==> src/hw/rtl/gfba_pkg.sv <==
// ----------------------------------------------------------------------------
// gfba_pkg
// shared constants, types and helpers for the grouped free block allocator
// ----------------------------------------------------------------------------
package gfba_pkg;

  localparam int GROUP_SIZE  = 16;
  localparam int BLOCK_COUNT = 1024;

  localparam int SLOTS   = GROUP_SIZE + 1;
  localparam int BLK_W   = 10;
  localparam int FC_W    = 11;
  localparam int GS_W    = $clog2(SLOTS);
  localparam int TOP_W   = GS_W;
  localparam int SLOT_W  = $clog2(SLOTS + 1);
  localparam int CNT_W   = $clog2(SLOTS + 2);
  localparam int CHAIN_W = (BLK_W > TOP_W) ? BLK_W : TOP_W;
  localparam int CA_W    = BLK_W + SLOT_W;
  localparam int CHAIN_DEPTH = BLOCK_COUNT << SLOT_W;

  localparam logic OP_ALLOC = 1'b0;
  localparam logic OP_FREE  = 1'b1;

  localparam logic STATUS_OK    = 1'b0;
  localparam logic STATUS_EMPTY = 1'b1;

  typedef enum logic [2:0] {
    ST_IDLE,
    ST_POP,
    ST_LINK,
    ST_REFILL,
    ST_SPILL
  } state_t;

  typedef struct packed {
    logic             en;
    logic [GS_W-1:0]  addr;
    logic [BLK_W-1:0] data;
  } gs_wr_t;

  typedef struct packed {
    logic               en;
    logic [CA_W-1:0]    addr;
    logic [CHAIN_W-1:0] data;
  } chain_wr_t;

  function automatic logic blk_in_range(input logic [BLK_W-1:0] blk);
    return {1'b0, blk} < (BLK_W + 1)'(BLOCK_COUNT);
  endfunction

endpackage

==> src/hw/rtl/gfba_group_mem.sv <==
// ----------------------------------------------------------------------------
// gfba_group_mem
// in-core group stack, one write and one registered read port, entries that
// were never written read as zero
// ----------------------------------------------------------------------------
module gfba_group_mem (
  input  logic                          clk,
  input  logic                          rst_n,
  input  gfba_pkg::gs_wr_t              wr,
  input  logic [gfba_pkg::GS_W-1:0]     raddr,
  output logic [gfba_pkg::BLK_W-1:0]    rdata
);

  logic [gfba_pkg::BLK_W-1:0] mem [gfba_pkg::SLOTS];
  logic [gfba_pkg::SLOTS-1:0] valid_r;
  logic [gfba_pkg::BLK_W-1:0] q_r;
  logic                       q_vld_r;

  always_ff @(posedge clk) begin
    if (wr.en) begin
      mem[wr.addr] <= wr.data;
    end
    q_r <= mem[raddr];
  end

  // valid bits stand in for the all-zero reset of the stack
  always_ff @(posedge clk) begin
    if (!rst_n) begin
      valid_r <= '0;
      q_vld_r <= 1'b0;
    end else begin
      if (wr.en) begin
        valid_r[wr.addr] <= 1'b1;
      end
      q_vld_r <= valid_r[raddr];
    end
  end

  assign rdata = q_vld_r ? q_r : '0;

endmodule

==> config.mk <==
export PLATFORM = sky130hd
export DESIGN_NAME = gfba_group_mem
export DESIGN_NICKNAME = d
export VERILOG_FILES = /design/src/hw/rtl/gfba_pkg.sv /design/src/hw/rtl/gfba_group_mem.sv
export SDC_FILE = /design/constraint.sdc
export NUM_CORES = 1
export LEC_CHECK = 0
export ABC_AREA = 0
export BUFFER_PORTS_ARGS = -buffer_cell sky130_fd_sc_hd__buf_2
export CORE_MARGIN = 2
export CORE_UTILIZATION = 45
export CTS_CLUSTER_SIZE = 25
export DETAILED_ROUTE_END_ITERATION = 16
export HOLD_SLACK_MARGIN = 0.06
export SETUP_SLACK_MARGIN = 0.2
export SLEW_MARGIN = 5
export SYNTH_ARGS = -nofsm -noshare
export SYNTH_HDL_FRONTEND = slang
export SYNTH_SLANG_ARGS = --single-unit
export TNS_END_PERCENT = 10
==> constraint.sdc <==
create_clock -name clk -period 4.2 [get_ports clk]
set_input_delay 0.42 -clock clk [delete_from_list [all_inputs] [get_ports clk]]
set_output_delay 0.42 -clock clk [all_outputs]
set_load 0.02 [all_outputs]
### Word level (Yosys, flattened, before mapping)

Memories as Yosys holds them, arrays and structs flattened. A register that Yosys moved wholly into a read port is not among the register bits.
Cells that the tools add are included.
Widths: inputs -> output; s select.

* bitwise gates (word level): 1
* order comparisons: 3
* reduce and logical (&&, ||, !) cells: 1
* multiplexer cells: 7

Operator list (number)
* $or 17x17->17: 1
* $lt 5x6->1 const B: 2
* $mux 10: 1
* $bmux 1 s5: 1
* $demux 1 s5: 1
* $ge 5x1->1 const B: 1
* $mux 1: 4
* $logic_and 1x1->1: 1

* bits in writable memories: 170
* memories kept: 1
* bits in registers: 18
* input port bits: 23
* output and inout bits: 10
* logic and storage cells: 15

Memories
* mem: words 17, width 10, read ports 1, clocked after memory_dff 1, wr ports 1, RTL line gfba_group_mem.sv:14 `logic [gfba_pkg::BLK_W-1:0] mem [gfba_pkg::SLOTS];`

### Longest topological paths before layout

* word-level depth: 5
* gate-level depth with buffers: 6
* gate-level depth less buffers: 4

### Worst setup path before layout

OpenSTA, ideal clock, no wires.

* path kind: input port to flip-flop
* start point: input wr[11] in the netlist's numbering
* end point: memory mem[16][0] in the netlist's numbering, enable pin
* arrival: 2.178 ns
* slack: 1.611 ns
* cell stages on the path: 2
* required time: 3.789 ns
* buffers on the path: 0
* setup time: 0.411 ns
* cell sequence: or3b_2 -> nor4b_1

RTL lines
* from (decl): RTL line gfba_group_mem.sv:9 `input gfba_pkg::gs_wr_t wr,`
* to (decl): RTL line gfba_group_mem.sv:14

No word-level cell before the write port.

==> run_results.csv <==
group,metric,value,unit
run_status,status,"finished clean",
synthesis,synth.area.top_cells,"edfxtp_1 67%, dfxtp_1 7.4%, mux2i_1 5.4%, mux4_2 4.5%, mux4_1 2.8%",
sta,setup_viol,0,
setup_path,critPathLaunch,"raddr[0]",
cts,cts_resized,0,
setup_path,path_class,"in -> reg",
routing,routed_wl,15.2,mm
routing,drtIter0Drc,334,
flow_run,drv_cap,0,
finish,drive_above_1_share,23.5,%
power_and_ir_drop,power_density,466,nW/um2
finish,area_growth,14.2,%
floorplanning,placementRows,47,
floorplanning,die_w,134,um
setup_path,reg2reg_depth,4,
min_path,min_from,"rst_n",
setup_path,r2r-start,"mem[2][7]",
cts,cts_root_buf,"clkbuf_16",
floorplanning,ios,33,
synthesis,yosys.area.top_type_share,67.4,%
sta,skew,7.60,ps
grt,antenna_found_initial,0,
floorplanning,dieArea,17900,um2
grt,grtUsageMet1,24.4,%
sta,finalCriticalPeriod,1880,ps
cts,htreeDepth,4,
setup_path,critPathCaptureType,"register",
floorplanning,coreArea,16500,um2
routing,viasPerCell,5.44,
grt,grtUsageMet3,4.26,%
grt,first_global_vias,3793,
cts,clk_pin_slew,60,ps
cts,cts_hold_buf,0,
synthesis,post_synth.cell_area_avg,18.2,um2
sta,fmax,531,MHz
placed_design,globalplace.congestion,0.727,
finish,multiInputGateArea,1790,um2
grt,gr-usage-all-layers,18.2,%
grt,grt-ovfl-total,0,
sta,fin_crit_sh,44.8,%
sta,fin_setup_tns,0,ps
sta,slew_headroom,33.9,%
synthesis,yosys.area.top_type,"edfxtp_1",
finish,fin_nets,486,
floorplanning,start_util,45.8,%
synthesis,ys_warn_count,0,
finish,fillers,1347,
grt,busiest_layer,"met2",
cts,cts_buffer_depth,2,
sta,tightest_slew,990,ps
sta,drv_slew,0,
min_path,holdCritPathClass,"in -> reg",
min_path,whs_path_depth,2,
setup_path,worst_r2r_endpoint,"q_r[7]",
setup_path,path_max_fanout,40,
finish,antenna_cells,0,
cts,cts_tree,"done",
routing,wl_per_cell,21.8,um
synthesis,ys_ff_latch,198,
grt,met2_usage,30.0,%
routing,remaining_drc_errors,0,
sta,hold_viol,0,
routing,drt-pass1-iter-count,4,
synthesis,synthCells,415,
sta,whs,388,ps
setup_path,arrival,2150,ps
synthesis,syn-num-nets,438,
grt,grt_max_degree,41,
placed_design,dp_hpwl,9.34,mm
finish,seq_area,5670,um2
cts,clock-sinks,198,
synthesis,ys_seq_area_share,74.8,%
cts,clock_latency,430,ps
setup_path,r2r_slack,2630,ps
grt,grt_pass1_wl,23.3,mm
routing,vias,3788,
setup_path,cp-start-kind,"input port",
power_and_ir_drop,irDropWorstVdd,319,uV
setup_path,required,4470,ps
routing,drtAntennaViolNets,0,
synthesis,synthDistinctLibCells,32,
cts,cts_buffers,17,
sta,grt_setup_unrepaired,"no",
floorplanning,die_y,134,um
cts,post_cts_buffers,0,
min_path,hold_path_end,"valid_r[6]",
placed_design,io_buffers,32,
power_and_ir_drop,cellLeakagePower,2.97,nW
synthesis,synth_area,7570,um2
==> kinds of logic after synthesis <==
kind of cell / after synthesis / synth area share [%]
flops: 198 / 74.8
mux: 75 / 14.3
simple gates: 61 / 4.17
compound gates: 59 / 5.16
buf+inv: 22 / 1.54
==> stage by stage <==
step,utilization (%),power (W),instance area [um2],setup slack [ps],instances
5_1_grt,52.3,0.00415,8650,2140,696
3_5_place_dp,48.6,0.00240,8040,1840,664
6_report,52.3,0.00403,8650,2320,696
4_1_cts,52.3,0.00407,8650,2300,696
2_1_floorplan,-,0.00233,7570,1610,415
3_3_place_gp,48.6,0.00240,8040,1850,664
==> power breakdown <==
group / total (W) / internal [W] / switching, W
Clock: 0.00167 / 0.000991 / 0.000679
Sequential: 0.00217 / 0.00216 / 0.00000888
Combinational: 0.000185 / 0.0000724 / 0.000113
==> state kept, by name (all words and copies together) (netlist names) <==
register and cells:
q_r 10, mem 170, q_vld_r 1, valid_r 17
==> area by class of cell <==
class / count / share of cell area [%]
Sequential cell: 198 / 65.5
Clock buffer: 18 / 4.96
Tap cell: 220 / 3.18
Inverter: 1 / 0.0434
Timing Repair Buffer: 50 / 3.44
Clock inverter: 14 / 2.11
Multi-Input combinational cell: 195 / 20.7
==> worst max path at each step <==
stage,cells past startpoint,slack (ps),end
floorplan,2,1610,mem[16][0]
global placement,6,1850,q_r[0]
detailed placement,6,1840,q_r[0]
CTS,6,2300,q_r[0]
global route,6,2140,q_r[0]
finish,6,2320,q_r[0]
==> synthesized netlist by cell type, drive strengths merged <==
master / n
a2111oi: 1
a21oi: 10
a311o: 1
and2: 10
buf: 14
clkbuf: 7
dfxtp: 28
edfxtp: 170
inv: 1
mux2: 11
mux2i: 41
mux4: 23
nand2: 3
nand2b: 2
nand3: 2
nand3b: 3
nor2: 28
nor2b: 3
nor3: 1
nor3b: 1
nor4: 1
nor4b: 2
o21a: 17
o22ai: 30
or2: 2
or3: 1
or3b: 2
==> placed cells by master, fill, tap and decap left out, drive strengths merged, types with 2 or more instances in the layout <==
cell / n
edfxtp: 170
buf: 50
mux2i: 41
o22ai: 30
nor2: 28
dfxtp: 28
mux4: 23
clkbuf: 18
o21a: 17
mux2: 11
a21oi: 10
and2: 10
clkinv: 5
bufinv: 4
clkinvlp: 4
nor2b: 3
nand2: 3
nand3b: 3
or2: 2
nand2b: 2
or3b: 2
nand3: 2
inv: 2
nor4b: 2
==> layer usage <==
layer / wire length [um] / vias to the layer above
met5: 0 / -
met4: 186 / 0
met3: 754 / 16
met2: 7690 / 86
met1: 6540 / 1933
li1: - / 1753
==> worst max-delay path, stage by stage <==
cell     delay [ps]
buf_4           400
buf_4           660
mux2i_1         270
o22ai_1         100
nor2_1          190
a21oi_1          80
Note: power is estimated with default switching activity, not from simulation.
